[src/rtl/core/wpls_pkg.sv]
// shared types, codes and constants of the winch pull level selector
package wpls_pkg;

  // up steps are held off until more than this many ms have passed since the last change
  localparam logic [31:0] UpHoldoffMs = 32'd1000;

  // floor(x / 100) for x below 2^14 as (x * RecipMul) >> RecipShift
  localparam int unsigned ProdW      = 14;
  localparam int unsigned RecipShift = 20;
  localparam logic [ProdW-1:0] RecipMul = 14'd10486;
  localparam logic [7:0] PullSatMax = 8'd127;

  // button event codes
  typedef enum logic [2:0] {
    MODE_TICK        = 3'd0,
    MODE_UP          = 3'd1,
    MODE_DOWN        = 3'd2,
    MODE_DOWN_LONG   = 3'd3,
    MODE_UP_LONG     = 3'd4,
    MODE_DOWN_DOUBLE = 3'd5,
    MODE_DOWN_REL    = 3'd6,
    MODE_UP_REL      = 3'd7
  } mode_e;

  // configuration register indexes
  typedef enum logic [2:0] {
    REG_MAX_PULL     = 3'd0,
    REG_HARD_BRAKE   = 3'd1,
    REG_SOFT_BRAKE   = 3'd2,
    REG_DEFAULT_PULL = 3'd3,
    REG_PRE_PCT      = 3'd4,
    REG_TAKEOFF_PCT  = 3'd5,
    REG_FULL_PCT     = 3'd6,
    REG_STRONG_PCT   = 3'd7
  } reg_idx_e;

  // pull levels
  localparam logic signed [3:0] LVL_HARD    = -4'sd2;
  localparam logic signed [3:0] LVL_SOFT    = -4'sd1;
  localparam logic signed [3:0] LVL_NEUTRAL = 4'sd0;
  localparam logic signed [3:0] LVL_DEFAULT = 4'sd1;
  localparam logic signed [3:0] LVL_PRE     = 4'sd2;
  localparam logic signed [3:0] LVL_TAKEOFF = 4'sd3;
  localparam logic signed [3:0] LVL_FULL    = 4'sd4;
  localparam logic signed [3:0] LVL_MAX     = 4'sd5;
  localparam logic signed [3:0] LVL_CUT     = -4'sd7;

  // long-press flags
  localparam logic [1:0] FLAG_DOWN_LONG = 2'b01;
  localparam logic [1:0] FLAG_UP_LONG   = 2'b10;
  localparam logic [1:0] FLAGS_BOTH     = 2'b11;

  typedef struct packed {
    logic [6:0]        max_pull;
    logic signed [7:0] hard_brake_pull;
    logic signed [7:0] soft_brake_pull;
    logic [6:0]        default_pull;
    logic [6:0]        pre_pct;
    logic [6:0]        takeoff_pct;
    logic [6:0]        full_pct;
    logic [6:0]        strong_pct;
  } cfg_t;

  typedef struct packed {
    logic signed [3:0] level;
    logic signed [3:0] reported_level;
    logic              level_changed;
    logic              cut_request;
  } lvl_res_t;

  typedef struct packed {
    lvl_res_t         res;
    logic [ProdW-1:0] product;
  } mid_t;

  typedef struct packed {
    lvl_res_t          res;
    logic signed [7:0] target_pull;
  } out_t;

endpackage

[src/rtl/core/wpls_if.sv]
// item channel interfaces of the winch pull level selector

interface wpls_in_if;
  logic        valid;
  logic        ready;
  logic [2:0]  mode;
  logic [31:0] time_ms;

  modport source (output valid, mode, time_ms, input ready);
  modport sink (input valid, mode, time_ms, output ready);
endinterface

interface wpls_out_if;
  logic              valid;
  logic              ready;
  logic signed [3:0] level;
  logic signed [3:0] reported_level;
  logic signed [7:0] target_pull;
  logic              level_changed;
  logic              cut_request;

  modport source (output valid, level, reported_level, target_pull, level_changed,
                  cut_request, input ready);
  modport sink (input valid, level, reported_level, target_pull, level_changed,
                cut_request, output ready);
endinterface

[src/rtl/core/wpls_level_ctrl.sv]
// pull level state and button event decoding
module wpls_level_ctrl import wpls_pkg::*; (
  input  logic        clk_i,
  input  logic        rst_ni,
  input  logic        step_i,
  input  mode_e       mode_i,
  input  logic [31:0] time_ms_i,
  output lvl_res_t    res_o
);

  logic signed [3:0] lvl_q, lvl_d;
  logic [31:0]       last_q, last_d;
  logic [1:0]        flags_q, flags_d;
  logic [31:0]       elapsed;
  logic              changed;
  logic              cut;

  // next level, change time and flags for the current event
  always_comb begin
    lvl_d   = lvl_q;
    last_d  = last_q;
    flags_d = flags_q;
    changed = 1'b0;
    elapsed = time_ms_i - last_q;
    case (mode_i)
      MODE_UP: begin
        if (elapsed > UpHoldoffMs && lvl_q < LVL_MAX) begin
          lvl_d   = (lvl_q == LVL_SOFT) ? LVL_DEFAULT : lvl_q + 4'sd1;
          last_d  = time_ms_i;
          changed = 1'b1;
        end
      end
      MODE_DOWN: begin
        if (lvl_q > LVL_DEFAULT) begin
          lvl_d   = LVL_DEFAULT;
          last_d  = time_ms_i;
          changed = 1'b1;
        end else if (lvl_q == LVL_SOFT || lvl_q == LVL_NEUTRAL) begin
          lvl_d   = lvl_q - 4'sd1;
          last_d  = time_ms_i;
          changed = 1'b1;
        end
      end
      MODE_DOWN_LONG: begin
        lvl_d   = LVL_SOFT;
        last_d  = time_ms_i;
        changed = 1'b1;
        flags_d = flags_q | FLAG_DOWN_LONG;
      end
      MODE_UP_LONG: begin
        flags_d = flags_q | FLAG_UP_LONG;
      end
      MODE_DOWN_DOUBLE: begin
        if (lvl_q <= LVL_SOFT) begin
          lvl_d   = LVL_NEUTRAL;
          last_d  = time_ms_i;
          changed = 1'b1;
        end
      end
      MODE_DOWN_REL: begin
        flags_d = flags_q & ~FLAG_DOWN_LONG;
      end
      MODE_UP_REL: begin
        flags_d = flags_q & ~FLAG_UP_LONG;
      end
      default: begin
      end
    endcase
    cut = (flags_d == FLAGS_BOTH);
  end

  always_comb begin
    res_o.level          = lvl_d;
    res_o.reported_level = cut ? LVL_CUT : lvl_d;
    res_o.level_changed  = changed;
    res_o.cut_request    = cut;
  end

  // state update once per processed item
  always_ff @(posedge clk_i or negedge rst_ni) begin
    if (!rst_ni) begin
      lvl_q   <= LVL_SOFT;
      last_q  <= '0;
      flags_q <= '0;
    end else if (step_i) begin
      lvl_q   <= lvl_d;
      last_q  <= last_d;
      flags_q <= flags_d;
    end
  end

`ifndef SYNTH
  a_level_range: assert property (@(posedge clk_i) disable iff (!rst_ni)
    lvl_q >= LVL_HARD && lvl_q <= LVL_MAX)
    else $error("pull level out of range");

  a_down_long_soft: assert property (@(posedge clk_i) disable iff (!rst_ni)
    step_i && mode_i == MODE_DOWN_LONG |=> lvl_q == LVL_SOFT)
    else $error("down long-press did not force soft brake");

  a_up_skips_neutral: assert property (@(posedge clk_i) disable iff (!rst_ni)
    step_i && mode_i == MODE_UP && changed |=> lvl_q != LVL_NEUTRAL)
    else $error("up step landed on neutral");

  a_release_clears: assert property (@(posedge clk_i) disable iff (!rst_ni)
    step_i && mode_i == MODE_DOWN_REL |=> flags_q[0] == 1'b0)
    else $error("down release left the long-press flag set");
`endif

endmodule

[src/rtl/core/wpls_pull_scale.sv]
// divide by 100, target pull selection and result register
module wpls_pull_scale import wpls_pkg::*; (
  input  logic  clk_i,
  input  logic  rst_ni,
  input  logic  mid_valid_i,
  input  mid_t  mid_i,
  input  cfg_t  cfg_i,
  input  logic  out_ready_i,
  output logic  mid_ready_o,
  output logic  out_valid_o,
  output out_t  out_o
);

  localparam int unsigned ScaledW = 2 * ProdW;

  logic [ScaledW-1:0] scaled;
  logic [7:0]         quot;
  logic signed [7:0]  pct_pull;
  logic signed [7:0]  target;
  logic               out_vld_q;
  out_t               out_q;
  logic               load;

  // quotient by reciprocal multiply, saturated to the signed range
  always_comb begin
    scaled   = ScaledW'(mid_i.product) * ScaledW'(RecipMul);
    quot     = scaled[RecipShift +: 8];
    pct_pull = (quot > PullSatMax) ? signed'(PullSatMax) : signed'(quot);
  end

  // pull for the level
  always_comb begin
    case (mid_i.res.level)
      LVL_HARD:    target = cfg_i.hard_brake_pull;
      LVL_SOFT:    target = cfg_i.soft_brake_pull;
      LVL_NEUTRAL: target = 8'sd0;
      LVL_DEFAULT: target = signed'({1'b0, cfg_i.default_pull});
      LVL_PRE, LVL_TAKEOFF, LVL_FULL, LVL_MAX: target = pct_pull;
      default:     target = cfg_i.soft_brake_pull;
    endcase
  end

  assign mid_ready_o = !out_vld_q || out_ready_i;
  assign load        = mid_valid_i && mid_ready_o;

  // result valid
  always_ff @(posedge clk_i or negedge rst_ni) begin
    if (!rst_ni) begin
      out_vld_q <= 1'b0;
    end else if (mid_ready_o) begin
      out_vld_q <= mid_valid_i;
    end
  end

  // result payload
  always_ff @(posedge clk_i) begin
    if (load) begin
      out_q.res         <= mid_i.res;
      out_q.target_pull <= target;
    end
  end

  assign out_valid_o = out_vld_q;
  assign out_o       = out_q;

endmodule

[src/rtl/core/winch_pull_level_selector.sv]
// top level of the winch pull level selector: input, product and result stages
// Stages: three register stages, for the input item, the product and the result.
// Throughput: one item per cycle while the result receiver does not stall; the level
//   state updates as an item leaves the input register, and the percent product and
//   its divide by 100 each get a stage of their own.
// Reset: level -1, change time 0, long-press flags clear, registers at defaults.
module winch_pull_level_selector import wpls_pkg::*; (
  input  logic          clk_i,
  input  logic          rst_ni,
  input  logic          cfg_we_i,
  input  logic [2:0]    cfg_idx_i,
  input  logic [7:0]    cfg_data_i,
  wpls_in_if.sink       in_i,
  wpls_out_if.source    out_o
);

  cfg_t        cfg_q;
  logic        in_vld_q;
  logic [2:0]  in_mode_q;
  logic [31:0] in_time_q;
  logic        mid_vld_q;
  mid_t        mid_q;
  mid_t        mid_d;
  lvl_res_t    lvl_res;
  logic        mid_ready;
  logic        adv_mid;
  logic        in_acc;
  logic [6:0]  pct;
  out_t        res;

  // configuration registers
  always_ff @(posedge clk_i or negedge rst_ni) begin
    if (!rst_ni) begin
      cfg_q.max_pull        <= 7'd85;
      cfg_q.hard_brake_pull <= -8'sd20;
      cfg_q.soft_brake_pull <= -8'sd7;
      cfg_q.default_pull    <= 7'd7;
      cfg_q.pre_pct         <= 7'd18;
      cfg_q.takeoff_pct     <= 7'd55;
      cfg_q.full_pct        <= 7'd80;
      cfg_q.strong_pct      <= 7'd100;
    end else if (cfg_we_i) begin
      case (reg_idx_e'(cfg_idx_i))
        REG_MAX_PULL:     cfg_q.max_pull        <= cfg_data_i[6:0];
        REG_HARD_BRAKE:   cfg_q.hard_brake_pull <= signed'(cfg_data_i);
        REG_SOFT_BRAKE:   cfg_q.soft_brake_pull <= signed'(cfg_data_i);
        REG_DEFAULT_PULL: cfg_q.default_pull    <= cfg_data_i[6:0];
        REG_PRE_PCT:      cfg_q.pre_pct         <= cfg_data_i[6:0];
        REG_TAKEOFF_PCT:  cfg_q.takeoff_pct     <= cfg_data_i[6:0];
        REG_FULL_PCT:     cfg_q.full_pct        <= cfg_data_i[6:0];
        REG_STRONG_PCT:   cfg_q.strong_pct      <= cfg_data_i[6:0];
        default: begin
        end
      endcase
    end
  end

  // stage handshakes
  assign adv_mid    = in_vld_q && (!mid_vld_q || mid_ready);
  assign in_i.ready = !in_vld_q || adv_mid;
  assign in_acc     = in_i.valid && in_i.ready;

  // input item register
  always_ff @(posedge clk_i or negedge rst_ni) begin
    if (!rst_ni) begin
      in_vld_q <= 1'b0;
    end else if (in_i.ready) begin
      in_vld_q <= in_i.valid;
    end
  end

  always_ff @(posedge clk_i) begin
    if (in_acc) begin
      in_mode_q <= in_i.mode;
      in_time_q <= in_i.time_ms;
    end
  end

  // level state machine
  wpls_level_ctrl u_level_ctrl (
    .clk_i     (clk_i),
    .rst_ni    (rst_ni),
    .step_i    (adv_mid),
    .mode_i    (mode_e'(in_mode_q)),
    .time_ms_i (in_time_q),
    .res_o     (lvl_res)
  );

  // percent for the new level and its product with max pull
  always_comb begin
    case (lvl_res.level)
      LVL_PRE:     pct = cfg_q.pre_pct;
      LVL_TAKEOFF: pct = cfg_q.takeoff_pct;
      LVL_FULL:    pct = cfg_q.full_pct;
      LVL_MAX:     pct = cfg_q.strong_pct;
      default:     pct = 7'd0;
    endcase
    mid_d.res     = lvl_res;
    mid_d.product = ProdW'(cfg_q.max_pull) * ProdW'(pct);
  end

  // product stage register
  always_ff @(posedge clk_i or negedge rst_ni) begin
    if (!rst_ni) begin
      mid_vld_q <= 1'b0;
    end else if (adv_mid) begin
      mid_vld_q <= 1'b1;
    end else if (mid_ready) begin
      mid_vld_q <= 1'b0;
    end
  end

  always_ff @(posedge clk_i) begin
    if (adv_mid) begin
      mid_q <= mid_d;
    end
  end

  // divide and result stage
  wpls_pull_scale u_pull_scale (
    .clk_i       (clk_i),
    .rst_ni      (rst_ni),
    .mid_valid_i (mid_vld_q),
    .mid_i       (mid_q),
    .cfg_i       (cfg_q),
    .out_ready_i (out_o.ready),
    .mid_ready_o (mid_ready),
    .out_valid_o (out_o.valid),
    .out_o       (res)
  );

  assign out_o.level          = res.res.level;
  assign out_o.reported_level = res.res.reported_level;
  assign out_o.target_pull    = res.target_pull;
  assign out_o.level_changed  = res.res.level_changed;
  assign out_o.cut_request    = res.res.cut_request;

endmodule

[src/flat_wrapper.sv]
// flat-port wrapper written by rule: the top's interface ports become plain ports
module winch_pull_level_selector_flat import wpls_pkg::*;
  (clk_i, rst_ni, cfg_we_i, cfg_idx_i, cfg_data_i, in_i_valid, in_i_mode, in_i_time_ms, in_i_ready, out_o_valid, out_o_level, out_o_reported_level, out_o_target_pull, out_o_level_changed, out_o_cut_request, out_o_ready);
  wpls_in_if in_i_i ();
  wpls_out_if out_o_i ();
  input  logic clk_i;
  input  logic rst_ni;
  input  logic cfg_we_i;
  input  logic [2:0] cfg_idx_i;
  input  logic [7:0] cfg_data_i;
  input wire logic [$bits(in_i_i.valid)-1:0] in_i_valid;
  input wire logic [$bits(in_i_i.mode)-1:0] in_i_mode;
  input wire logic [$bits(in_i_i.time_ms)-1:0] in_i_time_ms;
  output wire logic [$bits(in_i_i.ready)-1:0] in_i_ready;
  output wire logic [$bits(out_o_i.valid)-1:0] out_o_valid;
  output wire logic [$bits(out_o_i.level)-1:0] out_o_level;
  output wire logic [$bits(out_o_i.reported_level)-1:0] out_o_reported_level;
  output wire logic [$bits(out_o_i.target_pull)-1:0] out_o_target_pull;
  output wire logic [$bits(out_o_i.level_changed)-1:0] out_o_level_changed;
  output wire logic [$bits(out_o_i.cut_request)-1:0] out_o_cut_request;
  input wire logic [$bits(out_o_i.ready)-1:0] out_o_ready;
  assign in_i_i.valid = in_i_valid;
  assign in_i_i.mode = in_i_mode;
  assign in_i_i.time_ms = in_i_time_ms;
  assign in_i_ready = in_i_i.ready;
  assign out_o_valid = out_o_i.valid;
  assign out_o_level = out_o_i.level;
  assign out_o_reported_level = out_o_i.reported_level;
  assign out_o_target_pull = out_o_i.target_pull;
  assign out_o_level_changed = out_o_i.level_changed;
  assign out_o_cut_request = out_o_i.cut_request;
  assign out_o_i.ready = out_o_ready;
  winch_pull_level_selector u_core (.clk_i(clk_i), .rst_ni(rst_ni), .cfg_we_i(cfg_we_i), .cfg_idx_i(cfg_idx_i), .cfg_data_i(cfg_data_i), .in_i(in_i_i), .out_o(out_o_i));
endmodule
[config.mk]
export PLATFORM = sky130hd
export DESIGN_NAME = winch_pull_level_selector_flat
export DESIGN_NICKNAME = d
export VERILOG_FILES = /design/src/rtl/core/wpls_pkg.sv /design/src/rtl/core/wpls_if.sv /design/src/rtl/core/wpls_level_ctrl.sv /design/src/rtl/core/wpls_pull_scale.sv /design/src/rtl/core/winch_pull_level_selector.sv /design/src/flat_wrapper.sv
export SDC_FILE = /design/constraint.sdc
export NUM_CORES = 1
export LEC_CHECK = 0
export ABC_AREA = 0
export BUFFER_PORTS_ARGS = -buffer_cell sky130_fd_sc_hd__clkbuf_2
export CAP_MARGIN = 5
export CORE_UTILIZATION = 40
export CTS_CLUSTER_DIAMETER = 60
export DETAILED_ROUTE_END_ITERATION = 8
export PLACE_DENSITY = 0.57
export SYNTH_ARGS = -nofsm -noshare
export SYNTH_HDL_FRONTEND = slang
export SYNTH_SLANG_ARGS = --single-unit
[constraint.sdc]
create_clock -name clk_i -period 9.78 [get_ports clk_i]
set_input_delay 1.956 -clock clk_i [delete_from_list [all_inputs] [get_ports clk_i]]
set_output_delay 1.956 -clock clk_i [all_outputs]
set_load 0.05 [all_outputs]
---- After elaboration in Yosys (flattened, before gate mapping) ----
Index checks and enable logic that the tools add are counted.
storage, ports and cells
  word-level logic and storage cells ...... 113
  bits in registers ....................... 176
  memory bits (read-only) ................. 0
  bits in latches ......................... 0
  output and inout bits ................... 20
  memory bits (writable) .................. 0
  memories ................................ 0
cells by class
  mux-type cells .......................... 22
  reductions and logical operators ........ 26
  add/subtract/negate cells ............... 3
  divide/modulo/power cells ............... 0
  bitwise logic cells ..................... 0
  $mul .................................... 2
  shifts and indexed selects .............. 0
  equality and inequality tests ........... 29
  magnitude comparators ................... 5
operators with widths
  kind                                                                               number
  32-bit 2-to-1 mux                                                                  4
  32-bit one-hot mux with 4 select lines                                             1
  32-bit by 10-bit greater-than comparator with 1-bit output, second input constant  1
  8-bit one-hot mux with 4 select lines                                              1
  32-bit subtractor                                                                  1
  7-bit one-hot mux with 4 select lines                                              1
  14-bit by 13-bit multiplier with 27-bit output, second input constant              1
  3-bit equality test, second input constant                                         8
  4-bit 2-to-1 mux                                                                   5
  4-bit by 2-bit equality test with 1-bit output, second input constant              4
  4-bit by 3-bit equality test with 1-bit output, second input constant              4
  4-bit one-hot mux with 4 select lines                                              1
  2-bit AND reduction                                                                8
  7-bit by 7-bit multiplier with 14-bit output                                       1
  3-bit by 2-bit equality test with 1-bit output, second input constant              4
  4-bit by 1-bit equality test with 1-bit output, second input constant              2
  8-bit by 7-bit greater-than comparator with 1-bit output, second input constant    1
  4-bit logical NOT                                                                  2
  8-bit 2-to-1 mux                                                                   1
  2-bit one-hot mux with 4 select lines                                              1
  3-bit by 1-bit equality test with 1-bit output, second input constant              2
  1-bit 2-to-1 mux                                                                   6
  5-bit AND reduction                                                                1
  4-bit by 2-bit adder with 4-bit output, second input constant                      1
  16 further kinds                                                                   25

---- Longest topological paths before layout ----
Gate-level depths: netlist (run 1).
  word-level depth ........................ 8
  mapped depth ............................ 40
  depth with buffers taken out ............ 38

---- Hierarchy ----
From an unflattened synthesis (run 1), not the netlist that was laid out.
unflattened totals
  cells, all modules ...................... 1,364
  area, all modules ....................... 14,363.8 um^2
modules (own cells, without submodules)
  module                     cells an instance  times used  area each (um^2)  sequential area each (um^2)
  winch_pull_level_selector  398                1           5,888.1           3,310.7
  wpls_pull_scale            434                1           4,289.1           565.5
  wpls_level_ctrl            532                1           4,186.5           955.9

---- Worst setup path after synthesis (run 1) ----
No wires, ideal clock.
  kind .................................... flip-flop to flip-flop
  start ................................... reg u_core.in_time_q[0]
  end ..................................... reg u_core.mid_q[13] in the netlist's numbering, data pin
  setup slack ............................. 1.659 ns
  cell stages (with the launch flop) ...... 37
  period minus slack after synthesis ...... 8.121 ns
  data arrival time ....................... 7.861 ns
  cell sequence ........................... edfxtp_1 inv_1 ha_1 inv_1 fa_1 a21o_1 a22oi_1 nand2_1 a211oi_1 a21boi_0 xor2_1 a311o_1 or4_4 or2_4 o311ai_4 and2_1 buf_6 a32oi_2 a31o_2 fa_1 fa_1 inv_1 fa_1 inv_1 fa_1 inv_1 ha_1 a21oi_1 nor2b_1 nor2_1 nor2_1 o21ai_0 nand2b_1 a21oi_1 o21bai_1 a21oi_1 xnor2_1
RTL lines
  element                 RTL line                          text
  start, declared         winch_pull_level_selector.sv:20   logic [31:0] in_time_q;
  start signal, assigned  winch_pull_level_selector.sv:75   in_time_q <= in_i.time_ms;
  end signal, assigned    winch_pull_level_selector.sv:115  mid_q <= mid_d;
  end, declared           winch_pull_level_selector.sv:22   mid_t mid_q;

==> parameters.txt, run 1 <==
Parameter                              Value

Status
  Outcome    finished clean

Place
  Placed instance area    14,800 um^2
  GP Congestion    0.925
  Hpwl dp    24,800 um
  Placed cell count    1,796
  PortBufs    70

Global routing
  First-pass GRT wire length    roughly 51,000 um
  Pin count of the biggest net entering global routing    59
  Global-route usage over all layers    between 10% and 20%
  Vias in the first global route    just under 10,000
  Total congestion overflow    0
  Number of antenna violations at the first check in global routing    0

Setup path
  Worst-path cell with the longest stage delay    or4_4
  Register-to-register setup slack    between 0.6 and 0.7 ns
  Highest fanout seen on the critical path    14
  Capturing element type of the critical path    register
  Critical path startpoint category    register
  Critical path's largest stage delay    between 0.5 and 0.6 ns
  Start point of the critical path    u_core.in_time_q[0]
  Launching point of the worst reg2reg path    u_core.in_time_q[0]
  End of the worst register-to-register path    u_core.mid_q[13]
  Destination of the critical timing path    u_core.mid_q[13]
  Type of the worst setup path    reg -> reg
  Worst Path Arrival    approximately 9.3 ns
  Worst R2R Path Depth    35
  Required @ worst endpoint    9.97 ns

Clocking
  Quantity of gates resized following cts    0
  Clock root buffer    clkbuf_16
  Clock latency of the later-clocked register in the worst-skew pair    0.45 ns
  Setup Buffers After CTS    0
  TritonCTS clock tree    yes
  TritonCTS Buffers    17
  Reg clk slew, reported paths    0.08 ns
  Largest buffer count on any clock path    2
  Clock sink total    about 180
  Total of hold buffers inserted after clock tree synthesis    0
  # H-tree levels    4

Route
  First-pass detailed-route iteration total    6
  DRC    0
  First DRT Iteration DRCs    418
  Routed wire length    30,800 um
  Routed Antenna Nets    0
  Routed via count divided by cell count    5.29
  Detailed-route wire length per cell    16.9 um
  Total via count in the routed design    9,662

Synth
  Cell types with the largest area share after synthesis    edfxtp_1, ha_1, fa_1
  Synthesis-stage register bit count    176
  Mapped Cells    1,299
  Count leader, synth    inv_1
  Number of warning messages in the yosys log    0
  Share of the yosys chip area belonging to registers    34.6%
  Synthesized net count    1,601
  Cell Area, Synth    14,000 um^2
  Largest area contributor in the synthesized netlist    edfxtp_1
  Primary flip-flop cell chosen by synthesis mapping    edfxtp_1
  Proportion of synthesized flip-flops having asynchronous set or reset    between 50% and 60%
  EDFF count, synth    between 70 and 80
  Average footprint of a synthesized cell    10.8 um^2
  Commonest cells post-synth    inv_1, ha_1, fa_1
  Area share of the leading cell type in the synthesized netlist    16.5%
  Unique masters post-synth    slightly above 70

Floorplanning
  Die H    roughly 190 um
  Std-Cell Rows    68
  Number of primary I/O pins    71
  Floorplan Core Area    34,500 um^2
  Width of the die    189 um
  Die area    35,700 um^2
  Initial Util    40.6%

Timing
  Part of the cycle the worst path needs    between 90 and 100%
  Maximum frequency from static timing analysis    110 MHz
  Worst slew margin    35.7%
  Worst hold-check slack    between 0.4 and 0.5 ns
  Final hold vios    0
  Time the worst path needs with I/O delays and setup    a little over 9 ns
  Setup TNS Final    0 ns
  Clk_skew    between 0.009 and 0.01 ns
  Setup-failing EPs final    0
  Unrepaired setup endpoints after global routing    no
  Count of pins over their slew limit    0
  Slew at the pin closest to its max-slew limit    between 0.9 and 1 ns

Min path
  Hold Path Depth    0
  Worst hold-check path type    reg -> reg

Finish
  Final instance count without filler cells    approximately 1,800
  Proportion of layout cells with a drive suffix above 1    between 10% and 20%
  Number of inserted diodes    0
  Net count, final    1,662
  Total non-filler cell area in the finished layout    15,400 um^2
  Area overhead of the layout relative to synthesis    10.1%
  Fillers    about 3,300

Flow run
  Count of max-cap constraint violations    0
-- how the worst min path moves through the flow --
stage / end / from
global placement: u_core.u_pull_scale.out_o[9] / u_core.mid_q[15]
finish: u_core.u_pull_scale.out_o[11] / u_core.mid_q[17]
floorplan: u_core.u_pull_scale.out_o[10] / u_core.mid_q[16]
detailed placement: u_core.u_pull_scale.out_o[9] / u_core.mid_q[15]
CTS: u_core.u_pull_scale.out_o[9] / u_core.mid_q[15]
global route: u_core.u_pull_scale.out_o[12] / u_core.mid_q[18]
-- registers in the layout, indices dropped and copies added, names as in the netlist --
register	cells
u_core.cfg_q	58
u_core.u_level_ctrl.lvl_q	4
u_core.u_pull_scale.out_o	18
u_core.in_time_q	32
u_core.mid_vld_q	1
u_core.in_vld_q	1
u_core.u_pull_scale.out_valid_o	1
u_core.mid_q	24
u_core.u_level_ctrl.last_q	32
u_core.u_level_ctrl.flags_q	2
u_core.in_mode_q	3
-- area by class of cell --
type | count | area (um^2) | area share [%]
multi-input combinational | 890 | 8270 | 53.7
sequential | 176 | 4830 | 31.4
inverter | 197 | 739 | 4.81
tap | 455 | 569 | 3.70
clock buffer | 19 | 454 | 2.95
timing repair buffer | 78 | 413 | 2.68
clock inverter | 13 | 114 | 0.740
-- per-layer routing --
layer  up-vias  wire length [um]  share of wire (%)  GRT usage [%]
li1       4726                 -                  -              -
met1      4703             14600                 47           24.5
met2       202             14600                 47           30.1
met3        31              1130                3.7           2.78
met4         0               439                1.4           4.40
met5         -                 0                  0              0
-- critical path: cells and delay by family, from the launching register on --
kind | cells | cell delay [ns]
fa+ha+maj | 7 | 3.02
flops | 1 | 0.38
xor+xnor | 2 | 0.25
compound gates | 13 | 3.16
buf+inv | 5 | 0.28
simple gates | 8 | 1.78
-- cells in the final DEF (no fill, tap or decap), drive strengths merged, types with 4 or more instances in the layout --
cell type | Yosys | routed
o2111ai | 5 | 5
o31ai | 13 | 13
o21a | 7 | 7
nand4 | 6 | 6
ha | 163 | 163
dfstp | 34 | 34
and3 | 14 | 14
nand2 | 68 | 68
a21oi | 66 | 66
nand2b | 13 | 13
inv | 196 | 205
a31o | 16 | 16
buf | 4 | 9
clkbuf | 32 | 88
a211oi | 14 | 14
mux2 | 84 | 84
or2 | 4 | 4
fa | 88 | 88
nor2b | 13 | 13
o21ai | 44 | 44
xnor2 | 27 | 27
a21o | 25 | 25
nor4 | 6 | 6
and2 | 5 | 5
nand4b | 4 | 4
a21boi | 5 | 5
a31oi | 26 | 26
nand3 | 23 | 23
xor2 | 13 | 13
a22oi | 5 | 5
a32oi | 5 | 5
nor3 | 11 | 11
or3 | 5 | 5
o22ai | 14 | 14
o31a | 10 | 10
o21bai | 8 | 8
dfrtp | 65 | 65
nor2 | 39 | 39
edfxtp | 77 | 77
-- kinds of logic after synthesis --
family          synth area share [%]
fa+ha+maj                       27.2
xor+xnor                        2.51
flops                           34.6
compound gates                  14.4
mux                             6.91
simple gates                    8.06
buf+inv                         6.33
-- per-stage QoR --
step	setup WS (ns)	utilization, %
finish	0.661	44.7
global route	0.0384	44.7
CTS	0.654	44.7
detailed placement	0.693	43.0
global placement	0.827	43.0
floorplan	1.66	-
Power of run 1 is left out: the tool's default activity adds up to more than one toggle a clock period on the data nets, which glitch-free logic cannot reach.
==> run 2, diff against run 1 <==
- RECOVER_POWER: default -> 50
==> run 2 against run 1 <==
Compared with the run above: the run now ends with capacitance limit, slew limit left; critical path depth unchanged; critical endpoint unchanged; sequential share of layout area rose by 0.072 points; largest cell class unchanged; clock skew up 0.0011 ns.
==> parameters.txt, run 2 (synthesis gave the netlist of run 1 again) <==
Parameter                              Value

Setup path
  Capturing element type of the critical path    register (unchanged)
  Type of the worst setup path    reg -> reg (unchanged)
  Buffers and inverters on the worst path    5 (unchanged)
  Worst Path Arrival    9.30 ns (was 9.31 ns)
  Largest delay contributor family on the critical path    compound AO/OA/AOI/OAI gates (unchanged)
  Critical path startpoint category    register (unchanged)
  Register-to-register setup slack    0.67 ns (was 0.66 ns)
  Critical path's largest stage delay    0.54 ns (about the same)
  Required @ worst endpoint    9.97 ns (about the same)
  Highest fanout seen on the critical path    14 (unchanged)
  Worst-path cell with the longest stage delay    or4_4 (unchanged)

Timing
  Slew at the pin closest to its max-slew limit    3.01 ns (was 0.958 ns)
  Worst slew margin    -100% (was 35.7%)
  Unrepaired setup endpoints after global routing    no (unchanged)
  Setup-failing EPs final    0 (unchanged)
  Time the worst path needs with I/O delays and setup    9.11 ns (was 9.12 ns)
  Part of the cycle the worst path needs    93.1% (was 93.2%)
  Clk_skew    0.0111 ns (was 0.00999 ns)
  Maximum frequency from static timing analysis    110 MHz (about the same)
  Setup TNS Final    0 ns (unchanged)
  Final hold vios    0 (unchanged)
  Count of pins over their slew limit    138 (was 0)

Finish
  Top library cells by usage in the layout, fill and taps aside    inv_1, ha_1, fa_1 (unchanged)
  Area overhead of the layout relative to synthesis    9.83% (was 10.1%)
  Final core area utilization    44.6% (was 44.7%)
  Register area    4830 um^2 (unchanged)
  Register ranked first by flip-flop count    u_core.cfg_q (unchanged)
  Proportion of layout cells with a drive suffix above 1    17.8% (was 18.9%)
  Registers with the most flip-flops    u_core.cfg_q (58), u_core.in_time_q (32), u_core.u_level_ctrl.last_q (32) (unchanged)
  Multi-input logic area    8270 um^2 (unchanged)
  Fillers    3,308 (was 3,300)
  Most common cell after layout, fill and taps aside    inv_1 (unchanged)
  Net count, final    1,662 (unchanged)
  Number of inserted diodes    0 (unchanged)
  Largest register FFs    58 (unchanged)

Clocking
  TritonCTS clock tree    yes (unchanged)
  Clock latency of the later-clocked register in the worst-skew pair    0.45 ns (about the same)
  Quantity of gates resized following cts    0 (unchanged)
  Reg clk slew, reported paths    0.08 ns (about the same)
  TritonCTS Buffers    17 (unchanged)
  # H-tree levels    4 (unchanged)
  Clock sink total    176 (unchanged)
  Setup Buffers After CTS    0 (unchanged)
  Clock root buffer    clkbuf_16 (unchanged)
  Total of hold buffers inserted after clock tree synthesis    0 (unchanged)
  Largest buffer count on any clock path    2 (unchanged)

Floorplanning
  Std-Cell Rows    68 (unchanged)
  Initial Util    40.6% (unchanged)
  Width of the die    189 um (unchanged)
  Number of primary I/O pins    71 (unchanged)
  Die area    35,700 um^2 (unchanged)
  Die H    189 um (unchanged)
  Floorplan Core Area    34,500 um^2 (unchanged)

Place
  GP Congestion    0.925 (unchanged)
  Hpwl dp    24,800 um (unchanged)
  PortBufs    70 (unchanged)

Route
  Routed via count divided by cell count    5.29 (about the same)
  Detailed-route wire length per cell    16.9 um (about the same)
  Routed Antenna Nets    0 (unchanged)
  Total via count in the routed design    9,661 (was 9,662)
  First-pass detailed-route iteration total    6 (unchanged)
  DRC    0 (unchanged)
  First DRT Iteration DRCs    426 (was 418)
  Routed wire length    30,800 um (about the same)

Status
  Outcome    complete, but fails checks (was finished clean)
  Violations in the final reports    capacitance limit, slew limit

Global routing
  Global-route usage over all layers    18.0% (unchanged)
  Total congestion overflow    0 (unchanged)
  Pin count of the biggest net entering global routing    59 (unchanged)
  Number of antenna violations at the first check in global routing    0 (unchanged)
  First-pass GRT wire length    50,800 um (unchanged)
  Vias in the first global route    9,620 (unchanged)

Flow run
  Count of max-cap constraint violations    3 (was 0)

Min path
  Worst hold-check path type    reg -> reg (unchanged)
run 2: cell types whose count changed in the layout (fill, tap and decap cells not counted):
cell,previous run,this run
clkbuf_2,69,62
clkbuf_1,1,15
and2_1,5,4
and2_0,0,1
buf_4,9,2
run 2: per-layer routing:
metal  up-vias  wire, um  track usage, %
li1       4733         -               -
met1      4691     14600            24.5
met2       208     14600            30.1
met3        29      1130            2.78
met4         0       451            4.40
met5         -         0               0
run 2: path summary, 6_finish.rpt:
path | cells past startpoint | startpoint | to
worst max-delay path | 35 | u_core.in_time_q[0] | u_core.mid_q[13]
worst max register to register | 35 | u_core.in_time_q[0] | u_core.mid_q[13]
max in group asynchronous | 2 | rst_ni | u_core.cfg_q[54]
worst min-delay path | 0 | u_core.mid_q[17] | u_core.u_pull_scale.out_o[11]
worst min register to register | 0 | u_core.mid_q[17] | u_core.u_pull_scale.out_o[11]
min in group asynchronous | 1 | rst_ni | u_core.u_level_ctrl.last_q[14]
run 2: cell type report:
class,count,area share (%)
Multi-Input combinational cell,890,53.8
Sequential cell,176,31.5
Inverter,197,4.82
Clock inverter,13,0.742
Clock buffer,19,2.96
Tap cell,455,3.71
Timing Repair Buffer,78,2.46
run 2: through the flow:
stage                     hold slack [ns]  instances  setup slack, ns  instance area (um^2)
after floorplan                     0.400       1299             1.66                 14000
after detailed placement            0.407       1796            0.693                 14800
final                               0.419       1828            0.670                 15400
after global routing                0.433       1828           0.0384                 15400
after global placement              0.403       1796            0.827                 14800
after CTS                           0.424       1828            0.654                 15400
Power of run 2 is left out for the same reason.
